**src/rtl/core/mpd_pkg.sv**
```systemverilog
// Shared types and constants for the mouse packet decoder and tracker.
`default_nettype none
package mpd_pkg;

  localparam int POSITION_BITS = 12;
  localparam int LIMIT_BITS    = 12;
  localparam int OUT_POS_BITS  = 12;
  localparam int OUT_TDATA_W   = 48;

  localparam logic [2:0]            BUTTON_MASK    = 3'h7;
  localparam logic [LIMIT_BITS-1:0] RESET_X_LIMIT  = LIMIT_BITS'(1024);
  localparam logic [LIMIT_BITS-1:0] RESET_Y_LIMIT  = LIMIT_BITS'(768);
  localparam logic [POSITION_BITS-1:0] RESET_CURSOR_X = POSITION_BITS'(512);
  localparam logic [POSITION_BITS-1:0] RESET_CURSOR_Y = POSITION_BITS'(384);

  typedef enum logic [0:0] {
    CFG_X_LIMIT = 1'b0,
    CFG_Y_LIMIT = 1'b1
  } cfg_index_t;

  typedef struct packed {
    logic       from_mouse;
    logic [7:0] rx_byte;
  } in_item_t;

  // Declared highest field first so that move_x lands in the lowest bits.
  typedef struct packed {
    logic [OUT_POS_BITS-1:0] pos_y;
    logic [OUT_POS_BITS-1:0] pos_x;
    logic [2:0]              button_changes;
    logic [2:0]              button_bits;
    logic signed [7:0]       move_y;
    logic signed [7:0]       move_x;
  } result_t;

  // Control from the tracker: advance to the input register, fire to the result register.
  typedef struct packed {
    logic advance;
    logic fire;
  } trk_ctl_t;

endpackage
`default_nettype wire

```
**src/rtl/core/mpd_in_stage.sv**
```systemverilog
// Input register for received bytes.
`default_nettype none
module mpd_in_stage
  import mpd_pkg::*;
(
  input  wire logic     clk,
  input  wire logic     rst_n,
  input  wire logic     in_valid,
  output logic          in_ready,
  input  wire in_item_t in_item,
  input  wire logic     advance,
  output logic          s_valid,
  output in_item_t      s_item
);

  logic     valid_r;
  logic     valid_nxt;
  in_item_t item_r;

  assign in_ready  = !valid_r || advance;
  assign valid_nxt = in_valid ? 1'b1 : (valid_r && !advance);

  always_ff @(posedge clk) begin
    if (!rst_n) begin
      valid_r <= 1'b0;
    end else begin
      valid_r <= valid_nxt;
    end
    if (in_valid && in_ready) begin
      item_r <= in_item;
    end
  end

  assign s_valid = valid_r;
  assign s_item  = item_r;

endmodule
`default_nettype wire

```
**src/rtl/core/mpd_track.sv**
```systemverilog
// Packet assembly, button change mask, cursor update and limit registers.
`default_nettype none
module mpd_track
  import mpd_pkg::*;
(
  input  wire logic                  clk,
  input  wire logic                  rst_n,
  input  wire logic                  cfg_we,
  input  wire logic [0:0]            cfg_index,
  input  wire logic [LIMIT_BITS-1:0] cfg_wdata,
  input  wire logic                  s_valid,
  input  wire in_item_t              s_item,
  input  wire logic                  out_free,
  output trk_ctl_t                   ctl,
  output result_t                    result
);

  localparam int CW = POSITION_BITS + 2;
  localparam logic [CW-1:0] POS_TOP = CW'((1 << POSITION_BITS) - 1);

  logic [LIMIT_BITS-1:0]    x_limit_r, y_limit_r;
  logic [1:0]               count_r, count_nxt;
  logic [7:0]               first_r, second_r;
  logic [2:0]               last_btn_r;
  logic [POSITION_BITS-1:0] cur_x_r, cur_y_r, cur_x_nxt, cur_y_nxt;

  logic       third;
  logic       take;
  logic [7:0] ny;
  logic [2:0] buttons;

  function automatic logic [POSITION_BITS-1:0] move_axis(
    input logic [POSITION_BITS-1:0] pos,
    input logic signed [7:0]        delta,
    input logic [LIMIT_BITS-1:0]    limit
  );
    logic [CW-1:0]        lim;
    logic signed [CW-1:0] p;
    lim = (CW'(limit) < POS_TOP) ? CW'(limit) : POS_TOP;
    p   = $signed({2'b00, pos}) + CW'(delta);
    if (p < 0) begin
      p = '0;
    end else if ($unsigned(p) > lim) begin
      p = $signed(lim);
    end
    return POSITION_BITS'($unsigned(p));
  endfunction

  assign third       = s_item.from_mouse && (count_r == 2'd2);
  assign ctl.advance = s_valid && (!third || out_free);
  assign ctl.fire    = ctl.advance && third;
  assign take        = ctl.advance && s_item.from_mouse;

  assign ny      = 8'(8'd0 - s_item.rx_byte);
  assign buttons = first_r[2:0] & BUTTON_MASK;

  always_comb begin
    count_nxt = (count_r == 2'd2) ? 2'd0 : count_r + 2'd1;
    cur_x_nxt = move_axis(cur_x_r, $signed(second_r), x_limit_r);
    cur_y_nxt = move_axis(cur_y_r, $signed(ny), y_limit_r);
  end

  always_comb begin
    result.move_x         = $signed(second_r);
    result.move_y         = $signed(ny);
    result.button_bits    = buttons;
    result.button_changes = buttons ^ last_btn_r;
    result.pos_x          = OUT_POS_BITS'(cur_x_nxt);
    result.pos_y          = OUT_POS_BITS'(cur_y_nxt);
  end

  always_ff @(posedge clk) begin
    if (!rst_n) begin
      x_limit_r  <= RESET_X_LIMIT;
      y_limit_r  <= RESET_Y_LIMIT;
      count_r    <= 2'd0;
      first_r    <= 8'd0;
      second_r   <= 8'd0;
      last_btn_r <= 3'd0;
      cur_x_r    <= RESET_CURSOR_X;
      cur_y_r    <= RESET_CURSOR_Y;
    end else begin
      if (cfg_we) begin
        case (cfg_index_t'(cfg_index))
          CFG_X_LIMIT: x_limit_r <= cfg_wdata;
          CFG_Y_LIMIT: y_limit_r <= cfg_wdata;
          default: ;
        endcase
      end
      if (take) begin
        count_r <= count_nxt;
        case (count_r)
          2'd0: first_r  <= s_item.rx_byte;
          2'd1: second_r <= s_item.rx_byte;
          default: begin
            last_btn_r <= buttons;
            cur_x_r    <= cur_x_nxt;
            cur_y_r    <= cur_y_nxt;
          end
        endcase
      end
    end
  end

endmodule
`default_nettype wire

```
**src/rtl/core/mpd_out_stage.sv**
```systemverilog
// Result register towards the output stream.
`default_nettype none
module mpd_out_stage
  import mpd_pkg::*;
(
  input  wire logic    clk,
  input  wire logic    rst_n,
  input  wire logic    load,
  input  wire result_t result,
  output logic         out_free,
  output logic         out_valid,
  input  wire logic    out_ready,
  output result_t      out_result
);

  logic    valid_r;
  logic    valid_nxt;
  result_t data_r;

  assign out_free  = !valid_r || out_ready;
  assign valid_nxt = load ? 1'b1 : (valid_r && !out_ready);

  always_ff @(posedge clk) begin
    if (!rst_n) begin
      valid_r <= 1'b0;
    end else begin
      valid_r <= valid_nxt;
    end
    if (load) begin
      data_r <= result;
    end
  end

  assign out_valid  = valid_r;
  assign out_result = data_r;

endmodule
`default_nettype wire

```
**src/rtl/core/mouse_packet_decoder_tracker_top.sv**
```systemverilog
// Top level of the mouse packet decoder and cursor tracker.
// Takes one controller byte per beat; bytes with tuser low are dropped, mouse
// bytes are gathered in threes and every third one yields a result beat with
// the X/Y deltas (Y negated), the buttons, the changed-button mask and the
// cursor position clamped to 0..x_limit / 0..y_limit. A byte is accepted every
// cycle while the result side keeps up; each byte is held in the input register,
// the result that it completes is held in the result register, and the result
// register lets the next bytes enter while a finished result waits.
`default_nettype none
module mouse_packet_decoder_tracker_top
  import mpd_pkg::*;
(
  input  wire logic                   clk,
  input  wire logic                   rst_n,
  input  wire logic                   cfg_we,
  input  wire logic [0:0]             cfg_index,
  input  wire logic [LIMIT_BITS-1:0]  cfg_wdata,
  input  wire logic                   in_tvalid,
  output logic                        in_tready,
  input  wire logic [7:0]             in_tdata,   // rx_byte
  input  wire logic                   in_tuser,   // from_mouse
  output logic                        out_tvalid,
  input  wire logic                   out_tready,
  // move_x[7:0], move_y[15:8], button_bits[18:16], button_changes[21:19],
  // pos_x[33:22], pos_y[45:34], zero pad
  output logic [OUT_TDATA_W-1:0]      out_tdata
);

  in_item_t in_item, s_item;
  logic     s_valid;
  logic     out_free;
  trk_ctl_t ctl;
  result_t  result, out_result;

  assign in_item.rx_byte    = in_tdata;
  assign in_item.from_mouse = in_tuser;

  mpd_in_stage u_in (
    .clk      (clk),
    .rst_n    (rst_n),
    .in_valid (in_tvalid),
    .in_ready (in_tready),
    .in_item  (in_item),
    .advance  (ctl.advance),
    .s_valid  (s_valid),
    .s_item   (s_item)
  );

  mpd_track u_track (
    .clk       (clk),
    .rst_n     (rst_n),
    .cfg_we    (cfg_we),
    .cfg_index (cfg_index),
    .cfg_wdata (cfg_wdata),
    .s_valid   (s_valid),
    .s_item    (s_item),
    .out_free  (out_free),
    .ctl       (ctl),
    .result    (result)
  );

  mpd_out_stage u_out (
    .clk        (clk),
    .rst_n      (rst_n),
    .load       (ctl.fire),
    .result     (result),
    .out_free   (out_free),
    .out_valid  (out_tvalid),
    .out_ready  (out_tready),
    .out_result (out_result)
  );

  assign out_tdata = {(OUT_TDATA_W - $bits(result_t))'(0), out_result};

endmodule
`default_nettype wire

```
**config.mk**
```make
export PLATFORM = sky130hd
export DESIGN_NAME = mouse_packet_decoder_tracker_top
export DESIGN_NICKNAME = d
export VERILOG_FILES = /design/src/rtl/core/mpd_pkg.sv /design/src/rtl/core/mpd_in_stage.sv /design/src/rtl/core/mpd_track.sv /design/src/rtl/core/mpd_out_stage.sv /design/src/rtl/core/mouse_packet_decoder_tracker_top.sv
export SDC_FILE = /design/constraint.sdc
export NUM_CORES = 1
export LEC_CHECK = 0
export ABC_AREA = 0
export ABC_CLOCK_PERIOD_IN_PS = 7700
export CORE_MARGIN = 5
export CORE_UTILIZATION = 50
export CTS_CLUSTER_DIAMETER = 50
export DETAILED_ROUTE_END_ITERATION = 10
export DONT_BUFFER_PORTS = 1
export GPL_TIMING_DRIVEN = 0
export SLEW_MARGIN = 20
export SYNTH_ARGS = -nofsm -noshare
export SYNTH_HDL_FRONTEND = slang
export SYNTH_SLANG_ARGS = --single-unit
```
**constraint.sdc**
```tcl
create_clock -name clk -period 7.7 [get_ports clk]
set_input_delay 0 -clock clk [delete_from_list [all_inputs] [get_ports clk]]
set_output_delay 0 -clock clk [all_outputs]
set_load 0.1 [all_outputs]
```
After elaboration in Yosys (flattened, before gate mapping)
Index checks and enable logic that the tools add are counted.

storage, ports and cells
  register bits after elaboration = 121
  output and inout bits = 50
  word-level logic and storage cells = 64

cells by class
  $add $sub $neg = 4
  magnitude comparators = 6
  equality and inequality tests = 2
  multiplexer cells = 9
  bitwise gates (word level) = 3
  reductions and logical operators = 22

operators by type and width
  operator                                             count
  2-to-1 mux 12 bit                                    6
  adder 13 x 8 -> 14 bit                               2
  greater-than comparator 14 x 12 -> 1 bit             2
  < comparator 14 x 1 -> 1 bit, second input constant  2
  < comparator 12 bit, second input constant           2
  AND reduction 2 bit                                  5
  subtractor 1 x 8 -> 8 bit, first input constant      1
  logical AND 1 bit                                    7
  logical NOT 1 bit                                    5
  logical OR 1 bit                                     3
  XOR 3 bit                                            1
  adder 2 x 1 -> 2 bit, second input constant          1
  == test 2 x 1 -> 1 bit, second input constant        1
  == test 2 bit, second input constant                 1
  logical NOT 2 bit                                    1
  2-to-1 mux 1 bit                                     2
  2-to-1 mux 2 bit                                     1
  inverter 1 bit                                       2
  OR reduction 2 bit                                   1

Depth between registers and ports, before layout
  depth in word-level cells = 8
  depth in mapped cells = 23
  depth with buffers taken out = 21

Modules after synthesis
Synthesis repeated with hierarchy kept, for this count alone.

second synthesis, totals
  cell total of the unflattened synthesis = 717
  area total of the unflattened synthesis = 6927.9 um^2

modules (own cells, without submodules)
  module                            times used  cells an instance  area each (um^2)  sequential area each (um^2)
  mpd_track                         1           650                5151.2            1281.2
  mpd_out_stage                     1           50                 1430.1            1401.3
  mpd_in_stage                      1           14                 327.8             290.3
  mouse_packet_decoder_tracker_top  1           3                  18.8              0.0

Least setup slack after synthesis
Ideal clock, no wire load.

  path type = flip-flop to flip-flop
  start point = register u_in.item_r, in the netlist u_in.s_item[2]
  end point = register u_out.data_r, in the netlist u_out.out_result[43], data pin
  setup time = 0.261 ns
  arrival time = 4.653 ns
  setup slack = 2.786 ns
  cell stages (with the launch flop) = 19
  path buffers = 2
  path through = edfxtp_1 -> or4_1 -> or4_1 -> xor2_1 -> ha_1 -> a21o_1 -> a31oi_1 -> xnor2_1 -> ha_1 -> and4_1 -> a221oi_1 -> o21ai_1 -> o211ai_1 -> a21oi_1 -> or3_1 -> buf_6 -> buf_12 -> mux2i_1 -> nor2_1

RTL lines
  element                 line                 text
  start, declared         mpd_in_stage.sv:18   in_item_t item_r;
  start signal, assigned  mpd_in_stage.sv:30   item_r <= in_item;
  end signal, assigned    mpd_out_stage.sv:30  data_r <= result;
  end, declared           mpd_out_stage.sv:18  result_t data_r;

==> results summary <==
The first global-routing pass estimated 24,200 um of wire. The max-slew violation total from the final report is 0. The placed wire-length estimate is 11,200 um. Traced cell by cell, the critical path runs through or4_1 > or4_1 > xor2_2 > ha_1 > a21o_1 > a31oi_1 > xnor2_1 > ha_1 > and4_1 > a221oi_1 > o21ai_1 > o211ai_1 > a21oi_1 > or3_1 > buf_6 > buf_12 > mux2i_1 > nor2_1. The setup slack after placement is 2.00 ns. The share of synthesized area in the top cell type comes to 0.263. The buffer depth of the longest clock path came out at 2. After technology mapping, the gate count stands at 658. The vertical die dimension came out at 122 um.

The worst register-to-register path begins at u_in.s_item[2]. The cell area power density came out at 225 mW/mm^2. TritonCTS built the clock tree. The floorplan die width is 122 um. The setup skew after layout is 0.00617 ns. The largest total area in the synthesized netlist belongs to sky130_fd_sc_hd__edfxtp_1.

The run finished with clean final reports. The commonest cells after synthesis are sky130_fd_sc_hd__nand2_1, sky130_fd_sc_hd__dfxtp_1, sky130_fd_sc_hd__a21oi_1. The total setup violations reported at the end of the flow came out at 0. The post-CTS repair timing setup buffer count is 0. The synthesized design contains 121 register bits. The setup slack of the most critical reg-to-reg path came out at 2.22 ns. The biggest fanout along the worst timing path came out at 12. The worst setup path is of the reg2reg kind.

The total negative slack is 0 ns. The clock slew at the register clock pins of the worst setup and hold paths is 0.05 ns. The maximum vdd drop is 0.152 mV. STA classifies the critical path startpoint as a flip-flop. The synthesis-to-finish area growth is 19.5%. For the worst setup path, the data arrival time is 5.64 ns. The required time at the endpoint of the critical path is 7.86 ns. Using the TritonRoute via totals, the vias-per-cell ratio works out to 5.44. The share of async-settable or async-resettable flops after synthesis came out at 0. The max-cap check violation count is 0.

The initial utilization of the core area, before any placement, comes to 0.504. The final instance area is 0.00752 sq mm. The DRC violations left is 0. The die footprint came out at 0.0149 sq mm. The proportion of layout cells with a drive suffix above 1 is 0.0591. The terminus of the critical flop-to-flop path is u_out.out_result[45]. The number of antenna violations at the first check in global routing is 2. In this run, the number of DRC markers left after iteration 0 of detailed routing was 350. The worst hold path begins at in_tvalid. Across every metal layer, demand over resource in global routing totals 0.212.

The final standard cell utilization of the core came out at 0.603. The via count of the first global-routing pass is 4,709. The number of port buffers came out at 0. The final-report hold violation count came out at 0. The tightest min-delay check is of the in2reg type. The average instance area after synthesis came out at 9.56 sq um. The iteration count of the initial detailed-routing pass came out at 5. The H-tree level count came out at 4. The dominant delay contributor by cell family on the critical path is simple AND/OR/NAND/NOR gates.

By area the synthesized netlist is led by sky130_fd_sc_hd__edfxtp_1, sky130_fd_sc_hd__dfxtp_1, sky130_fd_sc_hd__ha_1. The worst reg2reg path depth is 18. On the critical path, the stage with the largest delay is an instance of sky130_fd_sc_hd__or4_1. The core outline area came out at 0.0125 sq mm. The number of instances on the worst hold path came out at 1. The number of sinks driven by the clock tree is 121.

The number of unique standard cell types used by synthesis is 57. The total overflow left after global routing is 0. The number of ports placed on the die boundary is 77. The placer's final routability congestion estimate came out at 0.855.

The yosys synthesis warning count is 0. Headroom to the max-slew limit came out at 0.359. The static leakage came out at 2.98 nW.

For this run, the leading register cell type out of synthesis is sky130_fd_sc_hd__dfxtp_1. The clock insertion delay at the later pin of the skew report came out at 0.41 ns. The number of instances resized during post-cts repair is 0. The cell row count is 41. Timing would allow up to 182 MHz. CTS placed an instance of sky130_fd_sc_hd__clkbuf_16 at the clock tree root. The worst hold slack across all endpoints came out at 0.0402 ns. Yosys mapped a number of flops with a built-in enable equal to 55.

The worst hold path terminates at u_in.s_item[4]. The maximum number of pins on one net before global-route repair is 28. In the post-synthesis netlist, the cell with the most instances is sky130_fd_sc_hd__nand2_1. At the pin with the least slew margin, the transition time is 0.960 ns. For this run, the slowest stage of the critical path takes 0.59 ns. The total routed wirelength came out at 15,200 um.

The count of nets left with antenna violations after detail routing came out at 0. The number of buffers and inverters on the critical path came out at 2. The wire length per cell after detailed routing is 16.8 um. After the last flow step, the layout net total stands at 797. The count of hold buffers inserted by post-cts repair came out at 36. The area after detailed placement is 0.00654 sq mm.

Setup slack on the critical path of the routed design comes to 2.22 ns. The nature of the critical path endpoint is a flip-flop. Setup repair after global routing left no endpoint under its margin. Dividing the final minimum period by the clock period gives 0.712. The worst path needs 5.48 ns of the cycle, external delays included. Clock tree synthesis inserted a total of 17 buffers. The mapped netlist covers 0.00629 sq mm. The number of vias after detailed routing came out at 4,907. The sequential cell area fraction in the yosys report came out at 0.473.
==> where the power goes <==
| group | total, W | leakage, nW | switching (W) | internal, W |
|---|---|---|---|---|
| registers | 0.000702 | 1.05 | 0.0000164 | 0.000685 |
| clock network | 0.000820 | 0.293 | 0.000283 | 0.000536 |
| logic | 0.000168 | 1.64 | 0.0000971 | 0.0000711 |
==> flip-flops by register name, summed over array words and instances (netlist names) <==
register            flops
u_track.x_limit_r      12
u_track.second_r        8
u_in.s_valid            1
u_track.last_btn_r      3
u_in.s_item             9
u_track.count_r         2
u_track.first_r         3
u_track.cur_x_r        12
u_track.y_limit_r      12
u_out.out_result       46
u_track.cur_y_r        12
u_out.out_valid         1
==> area by class of cell <==
cell class	instances	area [sq um]
fillers	1062	4950
multi-input cells	475	3060
flip-flops and latches	121	2970
clock buffers	18	429
repair buffers	37	380
well taps	172	215
clock inverters	14	180
inverters	38	143
plain buffers	25	128
diodes	2	5.00
==> routing by layer <==
layer,vias to the layer above,GRT usage,wire [um]
li1,2437,-,-
met1,2300,0.289,7360
met2,147,0.319,6600
met3,23,0.0655,937
met4,0,0.0784,289
met5,-,0,0
==> worst max-delay path by stage <==
stage,slack [ns],endpoint,depth (start not counted),from
after floorplan,2.79,u_out.out_result[43],18,u_in.s_item[2]
after global placement,2.03,u_out.out_result[45],18,u_in.s_item[2]
after detailed placement,2.00,u_out.out_result[45],18,u_in.s_item[2]
after CTS,1.95,u_out.out_result[45],18,u_in.s_item[2]
after global routing,1.90,u_out.out_result[45],18,u_in.s_item[2]
final,2.22,u_out.out_result[45],18,u_in.s_item[2]
==> cell usage in the layout, fill, tap and decap left out, types with 15 or more instances in the layout <==
cell / netlist / layout
sky130_fd_sc_hd__a21oi_1: 64 / 64
sky130_fd_sc_hd__clkbuf_1: 18 / 19
sky130_fd_sc_hd__clkbuf_16: 0 / 17
sky130_fd_sc_hd__dfxtp_1: 66 / 66
sky130_fd_sc_hd__dlygate4sd3_1: 0 / 36
sky130_fd_sc_hd__edfxtp_1: 55 / 55
sky130_fd_sc_hd__ha_1: 53 / 53
sky130_fd_sc_hd__inv_1: 37 / 37
sky130_fd_sc_hd__mux2i_1: 26 / 26
sky130_fd_sc_hd__nand2_1: 108 / 108
sky130_fd_sc_hd__nor2_1: 52 / 51
sky130_fd_sc_hd__o21ai_1: 29 / 29
sky130_fd_sc_hd__xnor2_1: 15 / 15
==> per-stage QoR <==
step / cells / power [W]
2_1_floorplan: 659 / 0.000826
3_3_place_gp: 831 / 0.000860
3_5_place_dp: 832 / 0.000863
4_1_cts: 900 / 0.00170
5_1_grt: 902 / 0.00175
6_report: 902 / 0.00169
==> logic make-up after synthesis <==
family,after synthesis,share of synthesized area
compound gates,146,0.139
xor+xnor,27,0.0376
fa+ha+maj,55,0.112
buf+inv,63,0.0430
flops,121,0.473
mux,26,0.0414
other cells,1,0.000596
simple gates,219,0.154
Power figures use the tool's default switching activity.
